**config.mk**
```make
export PLATFORM = sky130hd
export DESIGN_NAME = tap_tempo_estimator_core_flat
export DESIGN_NICKNAME = d
export VERILOG_FILES = /design/src/rtl/tte_pkg.sv /design/src/rtl/tte_in_if.sv /design/src/rtl/tte_out_if.sv /design/src/rtl/tte_alu.sv /design/src/rtl/tte_window.sv /design/src/rtl/tap_tempo_estimator_core.sv /design/src/flat_wrapper.sv
export SDC_FILE = /design/constraint.sdc
export NUM_CORES = 1
export LEC_CHECK = 0
export ABC_AREA = 1
export BUFFER_PORTS_ARGS = -buffer_cell sky130_fd_sc_hd__buf_2
export CELL_PAD_IN_SITES_DETAIL_PLACEMENT = 0
export CELL_PAD_IN_SITES_GLOBAL_PLACEMENT = 1
export CORE_MARGIN = 2
export CORE_UTILIZATION = 23
export CTS_CLUSTER_DIAMETER = 200
export DETAILED_ROUTE_END_ITERATION = 7
export PLACE_DENSITY_LB_ADDON = 0.3
export SYNTH_ARGS = -nofsm -noshare
export SYNTH_HDL_FRONTEND = slang
export SYNTH_HIERARCHICAL = 1
export SYNTH_SLANG_ARGS = --single-unit
```
**constraint.sdc**
```tcl
create_clock -name i_clk -period 9.3 [get_ports i_clk]
set_clock_uncertainty 0.05 [all_clocks]
set_input_delay 0.93 -clock i_clk [delete_from_list [all_inputs] [get_ports i_clk]]
set_output_delay 0.93 -clock i_clk [all_outputs]
set_load 0.02 [all_outputs]
```
**src/rtl/tte_pkg.sv**
```systemverilog
// Package of the tap tempo estimator: field widths, register indexes,
// result codes and the request type of the shared arithmetic unit. No dependencies.
package tte_pkg;

    // Field widths fixed by the interface.
    localparam int TIME_W    = 32;
    localparam int BEAT_W    = 16;
    localparam int TAPS_W    = 3;
    localparam int KIND_W    = 3;
    localparam int CFG_W     = 16;
    localparam int CFG_IDX_W = 3;
    localparam int ALU_W     = 32;

    // Configuration register indexes.
    localparam logic [CFG_IDX_W-1:0] CFG_TIMEOUT  = 3'd0;
    localparam logic [CFG_IDX_W-1:0] CFG_BOUNCE   = 3'd1;
    localparam logic [CFG_IDX_W-1:0] CFG_MIN_BEAT = 3'd2;
    localparam logic [CFG_IDX_W-1:0] CFG_MAX_BEAT = 3'd3;
    localparam logic [CFG_IDX_W-1:0] CFG_DEFAULT  = 3'd4;

    // Register values after reset.
    localparam logic [CFG_W-1:0] TIMEOUT_RST  = 16'd3000;
    localparam logic [CFG_W-1:0] BOUNCE_RST   = 16'd50;
    localparam logic [CFG_W-1:0] MIN_BEAT_RST = 16'd200;
    localparam logic [CFG_W-1:0] MAX_BEAT_RST = 16'd1500;
    localparam logic [CFG_W-1:0] DEFAULT_RST  = 16'd500;

    // Classification of a processed item.
    typedef enum logic [KIND_W-1:0] {
        KIND_FIRST   = 3'd0,
        KIND_RESTART = 3'd1,
        KIND_BOUNCE  = 3'd2,
        KIND_ACCEPT  = 3'd3,
        KIND_HOLD    = 3'd4
    } t_kind;

    // Operation of the shared adder.
    typedef enum logic [0:0] {
        ALU_ADD = 1'b0,
        ALU_SUB = 1'b1
    } t_alu_op;

    // One request to the shared adder.
    typedef struct packed {
        t_alu_op          op;
        logic [ALU_W-1:0] a;
        logic [ALU_W-1:0] b;
    } t_alu_req;

endpackage

```
**src/rtl/tte_in_if.sv**
```systemverilog
// Input channel of the tap tempo estimator: valid/ready and one tap event.
// Depends on tte_pkg for the field widths.
interface tte_in_if;
    logic                       valid;
    logic                       ready;
    logic                       func;
    logic [tte_pkg::TIME_W-1:0] now_ms;

    modport source (output valid, output func, output now_ms, input ready);
    modport sink (input valid, input func, input now_ms, output ready);
endinterface

```
**src/rtl/tte_out_if.sv**
```systemverilog
// Output channel of the tap tempo estimator: valid/ready and one result.
// Depends on tte_pkg for the field widths.
interface tte_out_if;
    logic                       valid;
    logic                       ready;
    logic [tte_pkg::BEAT_W-1:0] beat_ms;
    logic [tte_pkg::TAPS_W-1:0] taps_held;
    logic [tte_pkg::KIND_W-1:0] tap_kind;

    modport source (output valid, output beat_ms, output taps_held, output tap_kind,
                    input ready);
    modport sink (input valid, input beat_ms, input taps_held, input tap_kind,
                  output ready);
endinterface

```
**src/rtl/tte_alu.sv**
```systemverilog
// Shared 32-bit adder/subtractor of the tap tempo estimator, with a less-than flag.
// Depends on tte_pkg for the request type.
module tte_alu (
    input  tte_pkg::t_alu_req          i_req,
    output logic [tte_pkg::ALU_W-1:0]  o_res,
    output logic                       o_lt
);
    import tte_pkg::*;

    logic [ALU_W:0]   sum;
    logic [ALU_W-1:0] b_op;
    logic             cin;

    // Subtraction adds the inverted operand plus one; a missing carry means a < b.
    always_comb begin
        case (i_req.op)
            ALU_SUB: begin
                b_op = ~i_req.b;
                cin  = 1'b1;
            end
            default: begin
                b_op = i_req.b;
                cin  = 1'b0;
            end
        endcase
        sum   = {1'b0, i_req.a} + {1'b0, b_op} + (ALU_W + 1)'(cin);
        o_res = sum[ALU_W-1:0];
        o_lt  = (i_req.op == ALU_SUB) && !sum[ALU_W];
    end

endmodule

```
**src/rtl/tte_window.sv**
```systemverilog
// Sliding window of tap intervals: a shift line with the newest entry on top.
// Depends on tte_pkg for the interval width.
module tte_window #(
    parameter  int WINDOW_TAPS = 4,
    localparam int IDX_W       = (WINDOW_TAPS > 1) ? $clog2(WINDOW_TAPS) : 1
) (
    input  logic                       i_clk,
    input  logic                       i_push,
    input  logic [tte_pkg::BEAT_W-1:0] i_data,
    input  logic [IDX_W-1:0]           i_rd_idx,
    output logic [tte_pkg::BEAT_W-1:0] o_rd_data
);
    import tte_pkg::*;

    logic [BEAT_W-1:0] r_win [WINDOW_TAPS];

    // A push drops the oldest entry and appends the new interval at the top.
    always_ff @(posedge i_clk) begin
        if (i_push) begin
            for (int i = 0; i < WINDOW_TAPS - 1; i++) begin
                r_win[i] <= r_win[i + 1];
            end
            r_win[WINDOW_TAPS - 1] <= i_data;
        end
    end

    // One read port, addressed by the summing sequencer.
    assign o_rd_data = r_win[i_rd_idx];

endmodule

```
**src/rtl/tap_tempo_estimator_core.sv**
```systemverilog
// Top level of the tap tempo estimator: sequencer, configuration registers and state.
// Depends on tte_pkg, tte_in_if, tte_out_if, tte_alu and tte_window.
//
// Each tap or hold-reset transfer is worked through by a small sequencer that drives
// one shared 32-bit adder/subtractor, and the input is not ready until that item
// is finished. A hold-reset or first tap ends after the evaluation step, a timeout
// restart after the timeout test, a bounce after the bounce test; for an accepted
// interval the adder sums the window one entry per cycle and then divides by N, the
// number of intervals in the window, with a restoring division of one quotient bit
// per cycle over the 18-bit sum (16 plus log2 of WINDOW_TAPS rounded up, in general),
// and the result is clamped to the beat limits. A finished result sits in an output
// register, so the next tap can be taken while the previous result still waits;
// while the receiver stalls with that register full, the next item is held in its
// last state until the register is free.
module tap_tempo_estimator_core #(
    parameter int WINDOW_TAPS = 4
) (
    input  logic                          i_clk,
    input  logic                          i_rst_n,
    tte_in_if.sink                        i_tap,
    tte_out_if.source                     o_beat,
    input  logic                          i_cfg_we,
    input  logic [tte_pkg::CFG_IDX_W-1:0] i_cfg_idx,
    input  logic [tte_pkg::CFG_W-1:0]     i_cfg_data
);
    import tte_pkg::*;

    localparam int CNT_W  = $clog2(WINDOW_TAPS + 1);
    localparam int IDX_W  = (WINDOW_TAPS > 1) ? $clog2(WINDOW_TAPS) : 1;
    localparam int SUM_W  = BEAT_W + IDX_W;
    localparam int DIV_CW = $clog2(SUM_W + 1);
    localparam int REM_W  = CNT_W + 1;

    typedef enum logic [8:0] {
        S_IDLE  = 9'b000000001,
        S_EVAL  = 9'b000000010,
        S_TOUT  = 9'b000000100,
        S_BNC   = 9'b000001000,
        S_SUM   = 9'b000010000,
        S_DIV   = 9'b000100000,
        S_CLMIN = 9'b001000000,
        S_CLMAX = 9'b010000000,
        S_DONE  = 9'b100000000
    } t_state;

    t_state             r_state;

    // Configuration registers.
    logic [CFG_W-1:0]   r_timeout;
    logic [CFG_W-1:0]   r_bounce;
    logic [CFG_W-1:0]   r_min;
    logic [CFG_W-1:0]   r_max;
    logic [CFG_W-1:0]   r_default;

    // Estimator state.
    logic               r_awaiting;
    logic [TIME_W-1:0]  r_last;
    logic [CNT_W-1:0]   r_count;
    logic [BEAT_W-1:0]  r_beat;

    // Working registers of the item in progress.
    logic               r_func;
    logic [TIME_W-1:0]  r_now;
    logic [TIME_W-1:0]  r_delta;
    logic [SUM_W-1:0]   r_acc;
    logic [REM_W-1:0]   r_rem;
    logic [CNT_W-1:0]   r_k;
    logic [DIV_CW-1:0]  r_step;
    t_kind              r_kind;

    // Output register.
    logic               r_out_valid;
    logic [BEAT_W-1:0]  r_out_beat;
    logic [TAPS_W-1:0]  r_out_taps;
    t_kind              r_out_kind;

    t_alu_req           alu_req;
    logic [ALU_W-1:0]   alu_res;
    logic               alu_lt;

    logic               win_push;
    logic [CNT_W-1:0]   win_idx_full;
    logic [BEAT_W-1:0]  win_rd;
    logic [REM_W-1:0]   div_trial;
    logic               out_load;

    // Shared arithmetic unit.
    tte_alu u_alu (
        .i_req (alu_req),
        .o_res (alu_res),
        .o_lt  (alu_lt)
    );

    // Interval window; entries are read from the newest downward.
    assign win_push     = (r_state == S_BNC) && alu_lt;
    assign win_idx_full = CNT_W'(WINDOW_TAPS - 1) - r_k;

    tte_window #(
        .WINDOW_TAPS (WINDOW_TAPS)
    ) u_window (
        .i_clk     (i_clk),
        .i_push    (win_push),
        .i_data    (r_delta[BEAT_W-1:0]),
        .i_rd_idx  (win_idx_full[IDX_W-1:0]),
        .o_rd_data (win_rd)
    );

    // Partial remainder with the next dividend bit shifted in.
    assign div_trial = {r_rem[REM_W-2:0], r_acc[SUM_W-1]};

    // Operand selection for the shared unit, one use per sequencer state.
    always_comb begin
        alu_req = '{op: ALU_SUB, a: '0, b: '0};
        unique case (r_state)
            S_EVAL: begin
                alu_req.a = r_now;
                alu_req.b = r_last;
            end
            S_TOUT: begin
                alu_req.a = ALU_W'(r_timeout);
                alu_req.b = r_delta;
            end
            S_BNC: begin
                alu_req.a = ALU_W'(r_bounce);
                alu_req.b = r_delta;
            end
            S_SUM: begin
                alu_req.op = ALU_ADD;
                alu_req.a  = ALU_W'(r_acc);
                alu_req.b  = ALU_W'(win_rd);
            end
            S_DIV: begin
                alu_req.a = ALU_W'(div_trial);
                alu_req.b = ALU_W'(r_count);
            end
            S_CLMIN: begin
                alu_req.a = ALU_W'(r_acc);
                alu_req.b = ALU_W'(r_min);
            end
            S_CLMAX: begin
                alu_req.a = ALU_W'(r_max);
                alu_req.b = ALU_W'(r_acc);
            end
            default: ;
        endcase
    end

    // The finished result moves to the output register once it is free.
    assign out_load = (r_state == S_DONE) && (!r_out_valid || o_beat.ready);

    // Sequencer, configuration writes and estimator state.
    always_ff @(posedge i_clk) begin
        if (!i_rst_n) begin
            r_state     <= S_IDLE;
            r_timeout   <= TIMEOUT_RST;
            r_bounce    <= BOUNCE_RST;
            r_min       <= MIN_BEAT_RST;
            r_max       <= MAX_BEAT_RST;
            r_default   <= DEFAULT_RST;
            r_awaiting  <= 1'b1;
            r_last      <= '0;
            r_count     <= '0;
            r_beat      <= DEFAULT_RST;
            r_out_valid <= 1'b0;
        end else begin
            if (i_cfg_we) begin
                case (i_cfg_idx)
                    CFG_TIMEOUT:  r_timeout <= i_cfg_data;
                    CFG_BOUNCE:   r_bounce  <= i_cfg_data;
                    CFG_MIN_BEAT: r_min     <= i_cfg_data;
                    CFG_MAX_BEAT: r_max     <= i_cfg_data;
                    CFG_DEFAULT:  r_default <= i_cfg_data;
                    default: ;
                endcase
            end

            if (out_load) begin
                r_out_valid <= 1'b1;
            end else if (o_beat.ready) begin
                r_out_valid <= 1'b0;
            end

            unique case (r_state)
                S_IDLE: begin
                    if (i_tap.valid) begin
                        r_func  <= i_tap.func;
                        r_now   <= i_tap.now_ms;
                        r_state <= S_EVAL;
                    end
                end
                S_EVAL: begin
                    if (r_func) begin
                        r_beat     <= r_default;
                        r_awaiting <= 1'b1;
                        r_count    <= '0;
                        r_kind     <= KIND_HOLD;
                        r_state    <= S_DONE;
                    end else if (r_awaiting) begin
                        r_awaiting <= 1'b0;
                        r_count    <= '0;
                        r_last     <= r_now;
                        r_kind     <= KIND_FIRST;
                        r_state    <= S_DONE;
                    end else begin
                        r_delta <= alu_res;
                        r_state <= S_TOUT;
                    end
                end
                S_TOUT: begin
                    // The interval is above the timeout when timeout < interval.
                    if (alu_lt) begin
                        r_count <= '0;
                        r_last  <= r_now;
                        r_kind  <= KIND_RESTART;
                        r_state <= S_DONE;
                    end else begin
                        r_state <= S_BNC;
                    end
                end
                S_BNC: begin
                    if (!alu_lt) begin
                        r_kind  <= KIND_BOUNCE;
                        r_state <= S_DONE;
                    end else begin
                        if (r_count != CNT_W'(WINDOW_TAPS)) begin
                            r_count <= r_count + CNT_W'(1);
                        end
                        r_last  <= r_now;
                        r_kind  <= KIND_ACCEPT;
                        r_acc   <= '0;
                        r_k     <= '0;
                        r_state <= S_SUM;
                    end
                end
                S_SUM: begin
                    r_acc <= alu_res[SUM_W-1:0];
                    r_k   <= r_k + CNT_W'(1);
                    if ((r_k + CNT_W'(1)) == r_count) begin
                        r_rem   <= '0;
                        r_step  <= '0;
                        r_state <= S_DIV;
                    end
                end
                S_DIV: begin
                    // Restoring division: one quotient bit enters at the bottom.
                    r_acc  <= {r_acc[SUM_W-2:0], !alu_lt};
                    r_rem  <= alu_lt ? div_trial : alu_res[REM_W-1:0];
                    r_step <= r_step + DIV_CW'(1);
                    if (r_step == DIV_CW'(SUM_W - 1)) begin
                        r_state <= S_CLMIN;
                    end
                end
                S_CLMIN: begin
                    // The lower bound is tested first and wins where both bounds apply on an inverted range.
                    if (alu_lt) begin
                        r_beat  <= r_min;
                        r_state <= S_DONE;
                    end else begin
                        r_state <= S_CLMAX;
                    end
                end
                S_CLMAX: begin
                    r_beat  <= alu_lt ? r_max : r_acc[BEAT_W-1:0];
                    r_state <= S_DONE;
                end
                S_DONE: begin
                    if (out_load) begin
                        r_state <= S_IDLE;
                    end
                end
                default: r_state <= S_IDLE;
            endcase
        end
    end

    // Output payload, captured with the valid flag.
    always_ff @(posedge i_clk) begin
        if (out_load) begin
            r_out_beat <= r_beat;
            r_out_taps <= TAPS_W'(r_count);
            r_out_kind <= r_kind;
        end
    end

    assign i_tap.ready      = (r_state == S_IDLE);
    assign o_beat.valid     = r_out_valid;
    assign o_beat.beat_ms   = r_out_beat;
    assign o_beat.taps_held = r_out_taps;
    assign o_beat.tap_kind  = r_out_kind;

endmodule

```
**src/flat_wrapper.sv**
```systemverilog
// flat-port wrapper written by rule: the top's interface ports become plain ports
module tap_tempo_estimator_core_flat import tte_pkg::*;
#(
    parameter int WINDOW_TAPS = 4
)
  (i_clk, i_rst_n, i_cfg_we, i_cfg_idx, i_cfg_data, i_tap_valid, i_tap_func, i_tap_now_ms, i_tap_ready, o_beat_valid, o_beat_beat_ms, o_beat_taps_held, o_beat_tap_kind, o_beat_ready);
  tte_in_if i_tap_i ();
  tte_out_if o_beat_i ();
  input  logic i_clk;
  input  logic i_rst_n;
  input  logic i_cfg_we;
  input  logic [tte_pkg::CFG_IDX_W-1:0] i_cfg_idx;
  input  logic [tte_pkg::CFG_W-1:0] i_cfg_data;
  input wire logic [$bits(i_tap_i.valid)-1:0] i_tap_valid;
  input wire logic [$bits(i_tap_i.func)-1:0] i_tap_func;
  input wire logic [$bits(i_tap_i.now_ms)-1:0] i_tap_now_ms;
  output wire logic [$bits(i_tap_i.ready)-1:0] i_tap_ready;
  output wire logic [$bits(o_beat_i.valid)-1:0] o_beat_valid;
  output wire logic [$bits(o_beat_i.beat_ms)-1:0] o_beat_beat_ms;
  output wire logic [$bits(o_beat_i.taps_held)-1:0] o_beat_taps_held;
  output wire logic [$bits(o_beat_i.tap_kind)-1:0] o_beat_tap_kind;
  input wire logic [$bits(o_beat_i.ready)-1:0] o_beat_ready;
  assign i_tap_i.valid = i_tap_valid;
  assign i_tap_i.func = i_tap_func;
  assign i_tap_i.now_ms = i_tap_now_ms;
  assign i_tap_ready = i_tap_i.ready;
  assign o_beat_valid = o_beat_i.valid;
  assign o_beat_beat_ms = o_beat_i.beat_ms;
  assign o_beat_taps_held = o_beat_i.taps_held;
  assign o_beat_tap_kind = o_beat_i.tap_kind;
  assign o_beat_i.ready = o_beat_ready;
  tap_tempo_estimator_core #(.WINDOW_TAPS(WINDOW_TAPS)) u_core (.i_clk(i_clk), .i_rst_n(i_rst_n), .i_tap(i_tap_i), .o_beat(o_beat_i), .i_cfg_we(i_cfg_we), .i_cfg_idx(i_cfg_idx), .i_cfg_data(i_cfg_data));
endmodule
```
==> impl_results.md <==
- Status: finished, final reports clean
- Final Setup Violations: 0
- Internal power: approximately 2.6 mW
- Synth warn: 6
- Dpl cell area: 18100 um^2
- Achievable clock frequency: about 160 MHz
- Top routing layer in use: met4
- RSZ-0062 raised after global routing: no
- Sequential power share: around 45%
- Latest clock arrival within the worst-skew pair: 0.57 ns
- Most common cell after layout, fill and taps aside: nand2_1
- Post_cts resized: 0
- PwrDens: roughly 180 nW/um^2
- Final instance area: about 19000 um^2
- Tmin final: between 6 and 7 ns
- First-pass GRT wire length: roughly 86 mm
- H-tree depth: 2
- Clock share of power: between 40% and 50%
- EDFF count, synth: 183
- Sequential fraction of the synthesis area: between 40% and 50%
- Hold-fix buffers, CTS: 0
- Logic gate share of total power: about a tenth
- Num ports: slightly above 80
- Avg WL per Cell: 18.32 um
- Remaining DRCs: 0
- Syn Std Cell Area: around 17000 um^2
- Slew Viols, Final: 0
- WS Path Type: flop to flop
- Post-CTS Setup Inserts: 0
- Root buf cell: clkbuf_16
- Clock slew at reported path FFs: roughly 0.060 ns
- Tightest Pin Transition: about 1.2 ns
- CTS tree: yes
- Asr flop ratio synth: 0%
- Wire length on met1: between 20 and 30 mm
- Largest net degree at the start of global routing: 66
- Metal2 WL: approximately 26 mm
- ANT cells: 0
- Synth Register Bits: roughly 330
- Die Y: between 200 and 300 um
- Crit. End Element: flop
- Die width: approximately 270 um
- GP Congestion: between 0.8 and 0.9
- P_sw: 914.2 uW
- Final period util: between 60% and 70%
- Worst path required time: around 9.7 ns
- Number of nets in the layout: between 2000 and 2500
- Crit path arrival time: approximately 6.6 ns
- Leak Pwr: 8.263 nW
- Commonest non-fill, non-tap cells in the layout: nand2_1, inv_1, nor2_1
- Drt via density: 4.500
- Fraction of layout cells with a size suffix above 1: about an eighth
- Setup TNS: 0 ns
- Slew margin rel.: approximately 18%
- Multi-input logic area: about 6900 um^2
- Fill cell count: 7993
- DR iter-0 viols: approximately 1000
- WL final: between 50 and 60 mm
- Storage cell area: ~8300 um^2
- Drt first pass iters: 6
- Congestion Overflow GR: 0
- IO buf count: 80
- Startpoint Class: flop
- Syn Nets: around 2100
- Initial core utilization: a little under a quarter
- Max-capacitance violation count: 0
- Crit Path Max Fanout: 43
- ANT nets after route: 0
- Max VDD drop: roughly 0.12 mV
- Worst min path class: flop to flop
- Placeable Area: around 73000 um^2
- Total number of vias: ~14000
- Post-DP HPWL: ~41 mm
- Total CTS buffers: 39
- Vias in the first global route: roughly 14000
- Die area: 75230 um^2
- Synth Flop Type: edfxtp_1
- Post-Syn Area per Cell: ~8.2 um^2
- Syn Inst Count: around 2000
- Routed wl met3: 2.392 mm
- Row cnt: a little under 100
- Initial antenna violation count: 1
- Number of library cell types mapped by synthesis: slightly below 50
- Synth-to-Final Area Change: 15.54%
- Sw frac: roughly a quarter
- Sink Count: about 330
- GRT Overall Usage: around 15%
- Final hold vios: 0
- Bufs on Longest Clock Path: 3
stage by stage:
step | worst slack, ns | utilization, % | cells | total power [mW] | hold slack [ns]
after global placement | 3.223 | 24.93 | 3024 | 1.952 | 0.3534
final | 3.064 | 26.75 | 3096 | 3.514 | 0.3708
after global routing | 2.599 | 26.75 | 3096 | 3.668 | 0.3897
after floorplan | 2.801 | - | 2049 | 1.826 | 0.3503
after detailed placement | 3.190 | 24.93 | 3024 | 1.948 | 0.3617
after CTS | 3.151 | 26.75 | 3096 | 3.558 | 0.3740
power by group through the flow:
| stage | clock [mW] | combinational [mW] | sequential [mW] |
|---|---|---|---|
| after floorplan | 0 | 0.236 | 1.59 |
| after global placement | 0 | 0.354 | 1.60 |
| after detailed placement | 0 | 0.350 | 1.60 |
| after CTS | 1.64 | 0.354 | 1.57 |
| after global routing | 1.70 | 0.399 | 1.57 |
| final | 1.59 | 0.353 | 1.57 |
synth_stat cells, types with 12 or more instances:
cell type	instances	area, um^2
xor2_1	47	411.6
inv_2	14	52.55
dfxtp_1	142	2843
buf_2	24	120.1
edfxtp_1	183	5495
o22ai_1	16	100.1
ha_1	36	450.4
a21oi_1	93	465.5
nand4_1	12	75.07
nor2_1	214	803.3
o21ai_0	121	605.6
nand3_1	152	760.7
a21oi_2	31	271.5
inv_1	272	1021
nand2_1	485	1821
a32o_1	14	140.1
clkbuf_1	37	138.9
o211ai_1	33	247.7
nand2_2	45	281.5
worst paths after layout:
check	start	endpoint	slack [ns]	cells after the start
worst max-delay path	u_core/r_state[8]	u_core/r_last[2]	3.06	26
worst min-delay path	u_core/r_kind[1]	u_core/o_beat.tap_kind[1]	0.37	0
worst max register to register	u_core/r_state[8]	u_core/r_last[2]	3.06	26
worst min register to register	u_core/r_kind[1]	u_core/o_beat.tap_kind[1]	0.37	0
worst max-delay path, cell delays in order (launching register included):
cell	delay, ns
dfxtp_1	0.42
inv_2	0.15
nand2_1	0.11
inv_2	0.04
nand3_2	0.07
buf_4	0.58
inv_2	0.48
nand2_1	0.14
o21ai_0	0.09
a21oi_1	0.17
o211ai_1	0.12
xor2_1	0.16
ha_1	0.37
a21oi_1	0.23
o21ai_0	0.15
inv_1	0.09
nand2_1	0.07
nand2_1	0.08
nand3_1	0.09
a21oi_1	0.91
inv_1	0.28
nand2_2	0.15
nand2_2	0.09
inv_4	0.34
nand2_8	0.34
nand2_2	0.15
a21oi_2	0.06
final cells by class:
class / count / share of cell area [%]
Multi-Input combinational cell: 1352 / 35.69
Clock inverter: 17 / 1.012
Sequential cell: 325 / 42.95
Clock buffer: 55 / 5.762
Tap cell: 959 / 6.181
Timing Repair Buffer: 98 / 2.758
Inverter: 290 / 5.646
state kept, by name (all words and copies together) (netlist names), 16 cells and up:
register,flops
u_core/r_max,16
u_core/r_bounce,16
u_core/r_delta,32
u_core/o_beat.beat_ms,16
u_core/r_min,16
u_core/r_timeout,16
u_core/r_last,32
u_core/r_default,16
u_core/r_now,32
u_core/r_acc,18
u_core/r_beat,16
u_core/u_window/r_win,64
logic make-up (layout without fill, tap and decap cells):
family,count (synthesis),after routing,share of synthesized area (%)
xor gates and xnor gates,50,50,2.606
AOI/OAI and AO/OA,323,323,11.66
and+or+nand+nor,942,942,23.95
adders and majority gates,37,37,2.800
buffers and inverters,372,460,9.360
DFF,325,325,49.62
metal layers:
layer / GRT usage (%) / vias up
li1: - / 6802
met1: 20.69 / 6761
met2: 24.80 / 302
met3: 2.329 / 66
met4: 3.962 / 0
met5: 0 / -
No activity file was read; power rests on OpenSTA's default activity.
